$ cat src/sv/xorshift64star_random_range_defines.svh
// Assertion macros for the asserting file of the block.
`ifndef XORSHIFT64STAR_RANDOM_RANGE_DEFINES_SVH
`define XORSHIFT64STAR_RANDOM_RANGE_DEFINES_SVH

`ifndef SYNTHESIS
// Same-cycle implication, disabled during reset.
`define XSRR_ASSERT_IMP(label, clk, rstn, ante, cons) \
    label: assert property (@(posedge clk) disable iff (!(rstn)) (ante) |-> (cons)) \
        else $error("xsrr same-cycle check failed");
// Next-cycle implication, disabled during reset.
`define XSRR_ASSERT_NXT(label, clk, rstn, ante, cons) \
    label: assert property (@(posedge clk) disable iff (!(rstn)) (ante) |=> (cons)) \
        else $error("xsrr next-cycle check failed");
`else
`define XSRR_ASSERT_IMP(label, clk, rstn, ante, cons)
`define XSRR_ASSERT_NXT(label, clk, rstn, ante, cons)
`endif

`endif

$ cat src/sv/xsrr_pkg.sv
package xsrr_pkg;

    localparam int unsigned STATE_W = 64;
    localparam int unsigned BOUND_W = 32;
    localparam int unsigned SPAN_W  = BOUND_W + 1;
    localparam int unsigned FRAC_W  = 53;
    localparam int unsigned FRAC_LSB = STATE_W - FRAC_W;
    localparam int unsigned HALF_W  = STATE_W / 2;

    localparam int unsigned IN_TDATA_W  = 2 * BOUND_W;
    localparam int unsigned OUT_FIELD_W = FRAC_W + BOUND_W;
    localparam int unsigned OUT_TDATA_W = ((OUT_FIELD_W + 7) / 8) * 8;

    localparam logic [STATE_W-1:0] SEED_GOLDEN = 64'h9e37_79b9_7f4a_7c15;
    localparam logic [STATE_W-1:0] OUT_MULT    = 64'h2545_f491_4f6c_dd1d;

    localparam int unsigned SHIFT_A = 12;
    localparam int unsigned SHIFT_B = 25;
    localparam int unsigned SHIFT_C = 27;

    localparam int unsigned DIV_STEPS = STATE_W;
    localparam int unsigned CNT_W     = $clog2(DIV_STEPS);

    // Partial-product selection for the 64x64 low-half multiply.
    typedef enum logic [1:0] {
        MUL_LL = 2'd0,
        MUL_HL = 2'd1,
        MUL_LH = 2'd2
    } xsrr_mul_sel_t;

    typedef enum logic [2:0] {
        ST_IDLE,
        ST_CHECK,
        ST_MUL,
        ST_DIV,
        ST_DONE
    } xsrr_state_t;

    typedef struct packed {
        logic          capture;
        logic          advance;
        logic          mul_en;
        xsrr_mul_sel_t mul_sel;
        logic          div_en;
        logic          load_out;
    } xsrr_cmd_t;

    typedef struct packed {
        logic mode;
        logic bad_range;
    } xsrr_sts_t;

endpackage

$ cat src/sv/xsrr_dp.sv
module xsrr_dp (
    input  logic                             aclk,
    input  logic                             aresetn,
    input  xsrr_pkg::xsrr_cmd_t              cmd,
    output xsrr_pkg::xsrr_sts_t              sts,
    input  logic                             in_mode,
    input  logic [xsrr_pkg::IN_TDATA_W-1:0]  in_data,   // low_bound, high_bound
    output logic [xsrr_pkg::OUT_TDATA_W-1:0] out_data,  // fraction, integer_value, pad
    output logic                             out_err
);
    import xsrr_pkg::*;

    logic [STATE_W-1:0] gen_reg, gen_next;
    logic [STATE_W-1:0] acc_reg;
    logic [SPAN_W-1:0]  rem_reg;
    logic [SPAN_W-1:0]  span_reg;
    logic [BOUND_W-1:0] lo_reg;
    logic               mode_reg;
    logic               bad_reg;
    logic [FRAC_W-1:0]  frac_reg;
    logic [BOUND_W-1:0] ival_reg;
    logic               err_reg;

    logic [STATE_W-1:0] seed, x1, x2;
    logic [HALF_W-1:0]  op_a, op_b;
    logic [STATE_W-1:0] prod;
    logic [SPAN_W:0]    trial, shifted;
    logic [BOUND_W-1:0] in_lo, in_hi;
    logic [SPAN_W-1:0]  in_span;

    assign in_lo = in_data[BOUND_W-1:0];
    assign in_hi = in_data[2*BOUND_W-1:BOUND_W];
    // hi - lo + 1 at 33 bits; valid whenever hi >= lo
    assign in_span = {in_hi[BOUND_W-1], in_hi} - {in_lo[BOUND_W-1], in_lo} + SPAN_W'(1);

    // xorshift64* state step
    always_comb begin
        seed     = (gen_reg == '0) ? SEED_GOLDEN : gen_reg;
        x1       = seed ^ (seed >> SHIFT_A);
        x2       = x1 ^ (x1 << SHIFT_B);
        gen_next = x2 ^ (x2 >> SHIFT_C);
    end

    // one 32x32 partial product per cycle; cross terms only need their low half
    always_comb begin
        op_a = (cmd.mul_sel == MUL_HL) ? gen_reg[STATE_W-1:HALF_W] : gen_reg[HALF_W-1:0];
        op_b = (cmd.mul_sel == MUL_LH) ? OUT_MULT[STATE_W-1:HALF_W] : OUT_MULT[HALF_W-1:0];
        prod = op_a * op_b;
    end

    // restoring remainder step, dividend bits shifted out of acc
    always_comb begin
        shifted = {rem_reg, acc_reg[STATE_W-1]};
        trial   = shifted - {1'b0, span_reg};
    end

    always_ff @(posedge aclk) begin
        if (!aresetn) begin
            gen_reg <= '0;
        end else if (cmd.advance) begin
            gen_reg <= gen_next;
        end
    end

    always_ff @(posedge aclk) begin
        if (cmd.capture) begin
            mode_reg <= in_mode;
            lo_reg   <= in_lo;
            span_reg <= in_span;
            bad_reg  <= $signed(in_hi) < $signed(in_lo);
            rem_reg  <= '0;
        end else if (cmd.div_en) begin
            if (!trial[SPAN_W]) begin
                rem_reg <= trial[SPAN_W-1:0];
            end else begin
                rem_reg <= shifted[SPAN_W-1:0];
            end
        end
        if (cmd.mul_en) begin
            if (cmd.mul_sel == MUL_LL) begin
                acc_reg <= prod;
            end else begin
                acc_reg <= acc_reg + {prod[HALF_W-1:0], {HALF_W{1'b0}}};
            end
        end else if (cmd.div_en) begin
            acc_reg <= acc_reg << 1;
        end
        if (cmd.load_out) begin
            priority if (mode_reg && bad_reg) begin
                frac_reg <= '0;
                ival_reg <= '0;
                err_reg  <= 1'b1;
            end else if (mode_reg) begin
                frac_reg <= '0;
                ival_reg <= lo_reg + rem_reg[BOUND_W-1:0];
                err_reg  <= 1'b0;
            end else begin
                frac_reg <= acc_reg[STATE_W-1:FRAC_LSB];
                ival_reg <= '0;
                err_reg  <= 1'b0;
            end
        end
    end

    assign sts.mode      = mode_reg;
    assign sts.bad_range = bad_reg;
    assign out_data      = {{(OUT_TDATA_W - OUT_FIELD_W){1'b0}}, ival_reg, frac_reg};
    assign out_err       = err_reg;

endmodule

$ cat src/sv/xsrr_ctrl.sv
module xsrr_ctrl (
    input  logic                     aclk,
    input  logic                     aresetn,
    input  logic                     in_valid,
    output logic                     in_ready,
    output logic                     out_valid,
    input  logic                     out_ready,
    input  xsrr_pkg::xsrr_sts_t      sts,
    output xsrr_pkg::xsrr_cmd_t      cmd,
    output xsrr_pkg::xsrr_state_t    state
);
    import xsrr_pkg::*;

    xsrr_state_t state_reg, state_next;
    logic [CNT_W-1:0] cnt_reg, cnt_next;
    logic out_valid_reg, out_valid_next;

    always_ff @(posedge aclk) begin
        if (!aresetn) begin
            state_reg     <= ST_IDLE;
            cnt_reg       <= '0;
            out_valid_reg <= 1'b0;
        end else begin
            state_reg     <= state_next;
            cnt_reg       <= cnt_next;
            out_valid_reg <= out_valid_next;
        end
    end

    always_comb begin
        state_next     = state_reg;
        cnt_next       = cnt_reg;
        cmd            = '0;
        in_ready       = 1'b0;
        out_valid_next = out_valid_reg && !out_ready;
        unique case (state_reg)
            ST_IDLE: begin
                in_ready = 1'b1;
                if (in_valid) begin
                    cmd.capture = 1'b1;
                    state_next  = ST_CHECK;
                end
            end
            ST_CHECK: begin
                if (sts.mode && sts.bad_range) begin
                    state_next = ST_DONE;
                end else begin
                    cmd.advance = 1'b1;
                    cnt_next    = '0;
                    state_next  = ST_MUL;
                end
            end
            ST_MUL: begin
                cmd.mul_en  = 1'b1;
                cmd.mul_sel = xsrr_mul_sel_t'(cnt_reg[1:0]);
                if (cnt_reg[1:0] == MUL_LH) begin
                    cnt_next   = '0;
                    state_next = sts.mode ? ST_DIV : ST_DONE;
                end else begin
                    cnt_next = cnt_reg + CNT_W'(1);
                end
            end
            ST_DIV: begin
                cmd.div_en = 1'b1;
                cnt_next   = cnt_reg + CNT_W'(1);
                if (cnt_reg == CNT_W'(DIV_STEPS - 1)) begin
                    state_next = ST_DONE;
                end
            end
            ST_DONE: begin
                // hold until the output register is free or drains this cycle
                if (!out_valid_reg || out_ready) begin
                    cmd.load_out   = 1'b1;
                    out_valid_next = 1'b1;
                    state_next     = ST_IDLE;
                end
            end
            default: begin
                state_next = ST_IDLE;
            end
        endcase
    end

    assign out_valid = out_valid_reg;
    assign state     = state_reg;

endmodule

$ cat src/sv/xorshift64star_random_range.sv
// xorshift64* random source with a fraction mode and a bounded-integer mode.
// Input stream (s_axis): one transfer is one request. tuser carries the mode
// (0 = fraction, 1 = integer); tdata carries low_bound in [31:0] and
// high_bound in [63:32], both signed.
// Output stream (m_axis): one transfer per request. tdata carries fraction
// in [52:0] and integer_value in [84:53], upper bits zero; tuser carries
// range_error. In integer mode a reversed range returns the error flag with
// zero data and leaves the generator state untouched.
// A request passes through check, multiply and, in integer mode, remainder
// states; a reversed integer range goes from check straight to the output.
// The 64-step restoring remainder unit serves integer mode, and the multiply
// runs on one shared 32x32 multiplier. One request is in work at a time;
// the next is taken once the result sits in the output register.
// Reset clears the generator state to zero (the golden-ratio seed is used on
// first advance) and empties the output register. When the receiver stalls,
// the result holds in the output register; one further request may complete
// its work and then waits until that register drains.
`include "xorshift64star_random_range_defines.svh"

module xorshift64star_random_range (
    input  logic                             aclk,
    input  logic                             aresetn,
    input  logic                             s_axis_tvalid,
    output logic                             s_axis_tready,
    input  logic [xsrr_pkg::IN_TDATA_W-1:0]  s_axis_tdata,  // low_bound, high_bound
    input  logic                             s_axis_tuser,  // mode
    output logic                             m_axis_tvalid,
    input  logic                             m_axis_tready,
    output logic [xsrr_pkg::OUT_TDATA_W-1:0] m_axis_tdata,  // fraction, integer_value, pad
    output logic                             m_axis_tuser   // range_error
);
    import xsrr_pkg::*;

    xsrr_cmd_t   cmd;
    xsrr_sts_t   sts;
    xsrr_state_t fsm_state;

    // sequencer: accept, check, multiply, remainder, hand off
    xsrr_ctrl u_ctrl (
        .aclk      (aclk),
        .aresetn   (aresetn),
        .in_valid  (s_axis_tvalid),
        .in_ready  (s_axis_tready),
        .out_valid (m_axis_tvalid),
        .out_ready (m_axis_tready),
        .sts       (sts),
        .cmd       (cmd),
        .state     (fsm_state)
    );

    // generator state, multiplier, remainder unit and output register
    xsrr_dp u_dp (
        .aclk     (aclk),
        .aresetn  (aresetn),
        .cmd      (cmd),
        .sts      (sts),
        .in_mode  (s_axis_tuser),
        .in_data  (s_axis_tdata),
        .out_data (m_axis_tdata),
        .out_err  (m_axis_tuser)
    );

    // input is only taken while the sequencer is idle
    `XSRR_ASSERT_IMP(a_ready_idle, aclk, aresetn, s_axis_tready, fsm_state == ST_IDLE)
    // an error result carries zero data
    `XSRR_ASSERT_IMP(a_err_zero, aclk, aresetn, m_axis_tvalid && m_axis_tuser,
        m_axis_tdata == '0)
    // the two result fields are never both nonzero
    `XSRR_ASSERT_IMP(a_one_field, aclk, aresetn,
        m_axis_tvalid && (m_axis_tdata[FRAC_W+BOUND_W-1:FRAC_W] != '0),
        m_axis_tdata[FRAC_W-1:0] == '0)
    // an accepted request never yields a result on the next edge
    `XSRR_ASSERT_NXT(a_no_early, aclk, aresetn,
        s_axis_tvalid && s_axis_tready, fsm_state == ST_CHECK)

endmodule
$ cat config.mk
export PLATFORM = sky130hd
export DESIGN_NAME = xorshift64star_random_range
export DESIGN_NICKNAME = d
export VERILOG_FILES = /design/src/sv/xsrr_pkg.sv /design/src/sv/xsrr_dp.sv /design/src/sv/xsrr_ctrl.sv /design/src/sv/xorshift64star_random_range.sv
export VERILOG_INCLUDE_DIRS = /design/src /design/src/sv
export SDC_FILE = /design/constraint.sdc
export NUM_CORES = 2
export LEC_CHECK = 0
export BUFFER_PORTS_ARGS = -buffer_cell sky130_fd_sc_hd__buf_4
export CAP_MARGIN = 20
export CORE_MARGIN = 2
export CORE_UTILIZATION = 30
export DETAILED_ROUTE_END_ITERATION = 16
export GPL_TIMING_DRIVEN = 0
export HOLD_SLACK_MARGIN = 0.08
export SLEW_MARGIN = 40
export SYNTH_ARGS = -nofsm -noshare
export SYNTH_HDL_FRONTEND = slang
export SYNTH_SLANG_ARGS = --single-unit
$ cat constraint.sdc
create_clock -name aclk -period 13.93 [get_ports aclk]
set_input_delay 2.786 -clock aclk [delete_from_list [all_inputs] [get_ports aclk]]
set_output_delay 2.786 -clock aclk [all_outputs]
set_load 0.1 [all_outputs]
== After elaboration in Yosys (flattened, before gate mapping) ==
Index checks and enable logic that the tools add are counted.
Cells by class
  add/sub/neg operators: 6
  multiply operators: 1
  divide/modulo/power cells: 0
  order comparisons: 1
  equal/unequal tests: 13
  shift-type cells: 0
  muxes and demuxes: 29
  bitwise operators: 4
  reduce and logical (&&, ||, !) cells: 14
Operators by type and width (number)
  $mux 64: 4
  $add 64x64->64: 1
  $logic_not 64->1: 1
  $mul 32x32->64: 1
  $xor 64x37->64: 1
  $xor 64x52->64: 1
  $xor 64x64->64: 1
  $sub 34x33->34: 1
  $add 33x1->33 const B: 1
  $mux 33: 1
  $sub 32x32->33: 1
  $add 32x32->32: 1
  $lt 32x32->1: 1
  $mux 32: 1
  $mux 31: 1
  $mux 3: 7
  $pmux 6 s3: 1
  $pmux 3 s5: 1
  $mux 6: 2
  $mux 1: 11
  $add 6x1->6 const B: 1
  $eq 3x2->1 const B: 2
  $eq 6x6->1 const B: 1
  $ne 2x1->1 const B: 3
  16 further kinds: 21
Storage, ports and cells
  flip-flop bits (word level): 324
  latch bits: 0
  RAM bits: 0
  bits in read-only memories: 0
  bits of input ports: 69
  output and inout port bits: 91
  logic and storage cells: 81
  memories: 0

== Depth between registers and ports, before layout ==
  word-level depth: 8
  mapped depth: 45
  gate-level depth less buffers: 42

== By module ==
Synthesis repeated with hierarchy kept, for this count alone.
Unflattened totals
  cell total of the unflattened synthesis: 4779
  area, all modules: 45202.1 um^2
By module, submodules not included
  xsrr_dp: times used 1, cells an instance 4696, area an instance 44542.7 um^2, seq. area each 8458.1 um^2
  xsrr_ctrl: times used 1, cells an instance 83, area an instance 659.4 um^2, seq. area each 200.2 um^2

== Worst setup path after synthesis ==
Ideal clock, no wire load.
  kind: register -> register
  from: register u_ctrl.state_reg[2] (netlist: u_ctrl.state[2])
  to: register u_dp.acc_reg[63] (data pin)
  library setup time: 0.261 ns
  data arrival time: 11.106 ns
  required time: 13.669 ns
  slack: 2.563 ns
  stages on the path, launching flop included: 38
  path buffers: 4
  period minus slack after synthesis: 11.367 ns
  cells stage by stage: dfxtp_1 > clkbuf_1 > nor2b_1 > nand2b_1 > clkbuf_1 > nor3_2 > clkbuf_1 > mux2i_1 > inv_1 > nand2_1 > inv_1 > fa_1 > fa_1 > fa_1 > fa_1 > inv_1 > fa_1 > inv_1 > (+2 left out) > fa_1 > ha_1 > clkbuf_1 > a21o_1 > o21bai_1 > a31o_2 > a21o_1 > a211o_1 > nor2_1 > xnor2_1 > ha_1 > o21a_1 > o21ai_0 > nand2b_1 > a21oi_1 > o31ai_1 > xnor2_1 > a221o_1
Between the ends
  cells in the longest elaborated chain, start to end: 8
  elaborated cells between the ends (all ways): 11
  those cells by class: add/sub: 1; mul: 1; eq/ne: 3; mux: 5; reduce/logical: 1
RTL lines
  from (decl): line xsrr_ctrl.sv:14  | xsrr_state_t state_reg, state_next;
  from (signal assigned): line xsrr_ctrl.sv:24  | state_reg <= state_next;
  $eq 3x2->1 (*): line xsrr_ctrl.sv:36  | unique case (state_reg)
  $mux 3 (*): line xsrr_ctrl.sv:36
  $eq 2x1->1 or $eq 2x2->1 (tied branches): line xsrr_dp.sv:46, xsrr_dp.sv:47
  $mux 32 or $mux 31 (tied branches): line xsrr_dp.sv:46, xsrr_dp.sv:47
  $mul 32x32->64: line xsrr_dp.sv:48  | prod = op_a * op_b;
  $add 64x64->64: line xsrr_dp.sv:83  | acc_reg <= acc_reg + {prod[HALF_W-1:0], {HALF_W{1'b0}}};
  $mux 64: line xsrr_dp.sv:80  | if (cmd.mul_sel == MUL_LL) begin
  $mux 64 (*): line xsrr_dp.sv:79  | if (cmd.mul_en) begin
  to (signal assigned): line xsrr_dp.sv:81  | acc_reg <= prod;
  to (signal assigned): line xsrr_dp.sv:83
  to (signal assigned): line xsrr_dp.sv:86  | acc_reg <= acc_reg << 1;
  to (decl): line xsrr_dp.sv:14  | logic [STATE_W-1:0] acc_reg;
Mark *: on every way between the ends. The rest lies on a longest branch, timed or not.
A chain may end at the register's enable or synchronous reset.

== Worst setup path after layout ==
Ends and elaborated chain as after synthesis.

==> key figures <==
Run status
  • Status: finished, final reports clean

Layout
  • FILL cells: roughly 15000
  • Synth-to-Final Area Change: 11.9%
  • Most frequent cells in the layout: inv_1 (972), fa_1 (594), ha_1 (587)
  • Cell Count, Final, Fillers Out: about 6800
  • Final #Nets: 6134
  • Fraction of layout cells with a size suffix above 1: 6.94%
  • Commonest non-fill, non-tap cell in the layout: inv_1

CTS
  • Cts hold-fix bufs: 0
  • CTS Buffer Depth: 3
  • Reg clk slew, reported paths: approximately 0.07 ns
  • # Post-CTS Setup Buffers: 0
  • Root buffer cell: clkbuf_16
  • H-tree level count: 2
  • Total CTS buffers: 41
  • Cts repair resizes: 0
  • CTS sink cnt: around 320
  • Clock insertion delay at the later pin of the skew report: 0.60 ns
  • CTS tree: yes

Global routing
  • Vias in the first global route: ~34000
  • Initial antenna violation count: 2
  • Total global-route track usage: about 18%
  • Largest net degree at the start of global routing: 52
  • Total congestion overflow: 0
  • First-pass GRT wire length: roughly 210000 µm

Placement
  • Inst Count DP: 6771
  • GPL Wtd Cong: about 0.98
  • Port bufs: approximately 160
  • Post-DP HPWL: 114000 µm

Floorplan
  • Die Y: roughly 390 µm
  • Rows: around 140
  • Core area: 148000 µm²
  • Die area: approximately 150000 µm²
  • Starting Density: between 30% and 40%
  • IO Pins: 160
  • Die Width: slightly below 400 µm

Yosys
  • Syn Area/Cell: slightly below 10 µm²
  • Register area share after synthesis: approximately 19%
  • Flops & latches, synth: 324
  • Main synth FF type: edfxtp_1
  • Syn Inst Count: around 4600
  • Synth Cell Area: 44900 µm²
  • Area contributors post-synth: fa_1 (26%), ha_1 (16%), edfxtp_1 (15%)
  • Synth async-reset ratio: 0%
  • Yosys warning total: 0
  • Post-synth EDFFs: 217
  • Post-synth cell types: 100
  • Yosys top cell by area: fa_1
  • Top cell type's share of synthesized area: about a quarter

Critical path
  • CP dominant cell by count: fa_1
  • Max stage delay on crit path: 0.65 ns
  • CP Capture Type: register
  • CP max FO: 12
  • CP Data Arrival Time: between 10 and 15 ns
  • Slowest CP cell: nor3_2
  • WP data required: between 10 and 15 ns
  • Crit Path Class: reg -> reg
  • Startpoint Class: register

Drt
  • Via density: 4.92
  • Vias: about 34000
  • DRT Pass-1 Iters: 6
  • DRC errors left: 0
  • Wirelength per Cell: between 15 and 20 µm
  • Total wire length: approximately 140000 µm
  • Post-DRT Antenna Nets: 0
  • First-iteration detailed-routing DRC count: ~2800

Min path
  • Worst hold path type: reg -> reg

Timing
  • Achievable Freq: between 70 and 80 MHz
  • Setup violations, final: 0
  • Clk_skew: roughly 0.02 ns
  • Minimum clock period: 12.73 ns
  • Final Max Tran Viols: 0
  • Period utilization: about nine tenths
  • Hold_ws: roughly 0.51 ns
  • Final Hold Fails: 0
  • Worst Tran Pin Value: ~0.94 ns
  • Setup tns final: 0 ns
  • RSZ-0062 raised after global routing: false
  • Slew headroom: a little under two fifths

Run
  • Max_cap viols: 0
==> Yosys cell counts (all sizes together), types with 25 or more instances <==
master,instances
nor2,235
a211oi,26
nor3,32
o21a,28
clkbuf,128
ha,587
o21ai,192
nand3,52
nand2b,31
nand4,27
xnor2,179
a21oi,222
a22o,27
o21bai,35
dfxtp,107
xor2,106
a31oi,29
nand2,254
edfxtp,217
nor2b,87
inv,974
a21o,95
fa,594
and2,26
mux2,25
mux2i,45
==> critical path: cells and delay by family, from the launching register on <==
family	cells	cell delay [ns]
compound gates	10	2.38
mux	1	0.65
simple gates	8	1.78
flops	1	0.30
fa+ha+maj	9	4.13
xor+xnor	2	0.73
buf+inv	9	2.49
==> cell families (layout without fill, tap and decap cells) <==
kind of cell / after synthesis / in the layout / synth area share (%)
simple gates: 849 / 849 / 9.04
mux: 70 / 70 / 1.63
buf+inv: 1125 / 1366 / 9.76
xor+xnor: 285 / 285 / 5.56
fa+ha+maj: 1181 / 1181 / 42.8
other cells: 1 / 39 / 0.00835
compound gates: 805 / 805 / 11.9
flops: 324 / 324 / 19.3
==> layer usage <==
layer	part of all wire [%]	GRT usage, %	up-vias	wire (µm)
li1	-	-	15600	-
met1	43	23.7	16700	58300
met2	46	28.6	1166	61900
met3	7.2	2.87	225	9780
met4	3.9	6.40	0	5340
met5	0	0	-	0
==> final cells by class <==
cell class | count | area [µm²] | share of cell area [%]
Inverter | 974 | 3660 | 7.28
Clock inverter | 23 | 201 | 0.401
Clock buffer | 53 | 1150 | 2.30
Antenna cell | 2 | 5.00 | 0.00996
Sequential cell | 324 | 8660 | 17.2
Tap cell | 1930 | 2410 | 4.80
Timing Repair Buffer | 165 | 1350 | 2.69
Multi-Input combinational cell | 3227 | 32100 | 63.8
Buffer | 151 | 731 | 1.45
==> final timing paths <==
| kind | start | to | slack (ns) | cells past startpoint |
|---|---|---|---|---|
| worst min register to register | u_ctrl.cnt_reg[4] | u_ctrl.cnt_reg[4] | 0.51 | 2 |
| worst max register to register | u_ctrl.state[2] | u_dp.acc_reg[63] | 1.20 | 39 |
| worst min-delay path | u_ctrl.cnt_reg[4] | u_ctrl.cnt_reg[4] | 0.51 | 2 |
| worst max-delay path | u_ctrl.state[2] | u_dp.acc_reg[63] | 1.20 | 39 |
==> per-stage QoR <==
step	cell area [µm²]	utilization (%)	worst slack [ns]
CTS	50300	33.9	1.34
detailed placement	48900	33.0	1.42
global placement	48600	32.8	-1.72
global route	50300	33.9	0.792
finish	50300	33.9	1.20
floorplan	45100	-	2.56
Power is not shown: default switching activity piles up to over one toggle a cycle in this logic, so the estimate is an artifact.
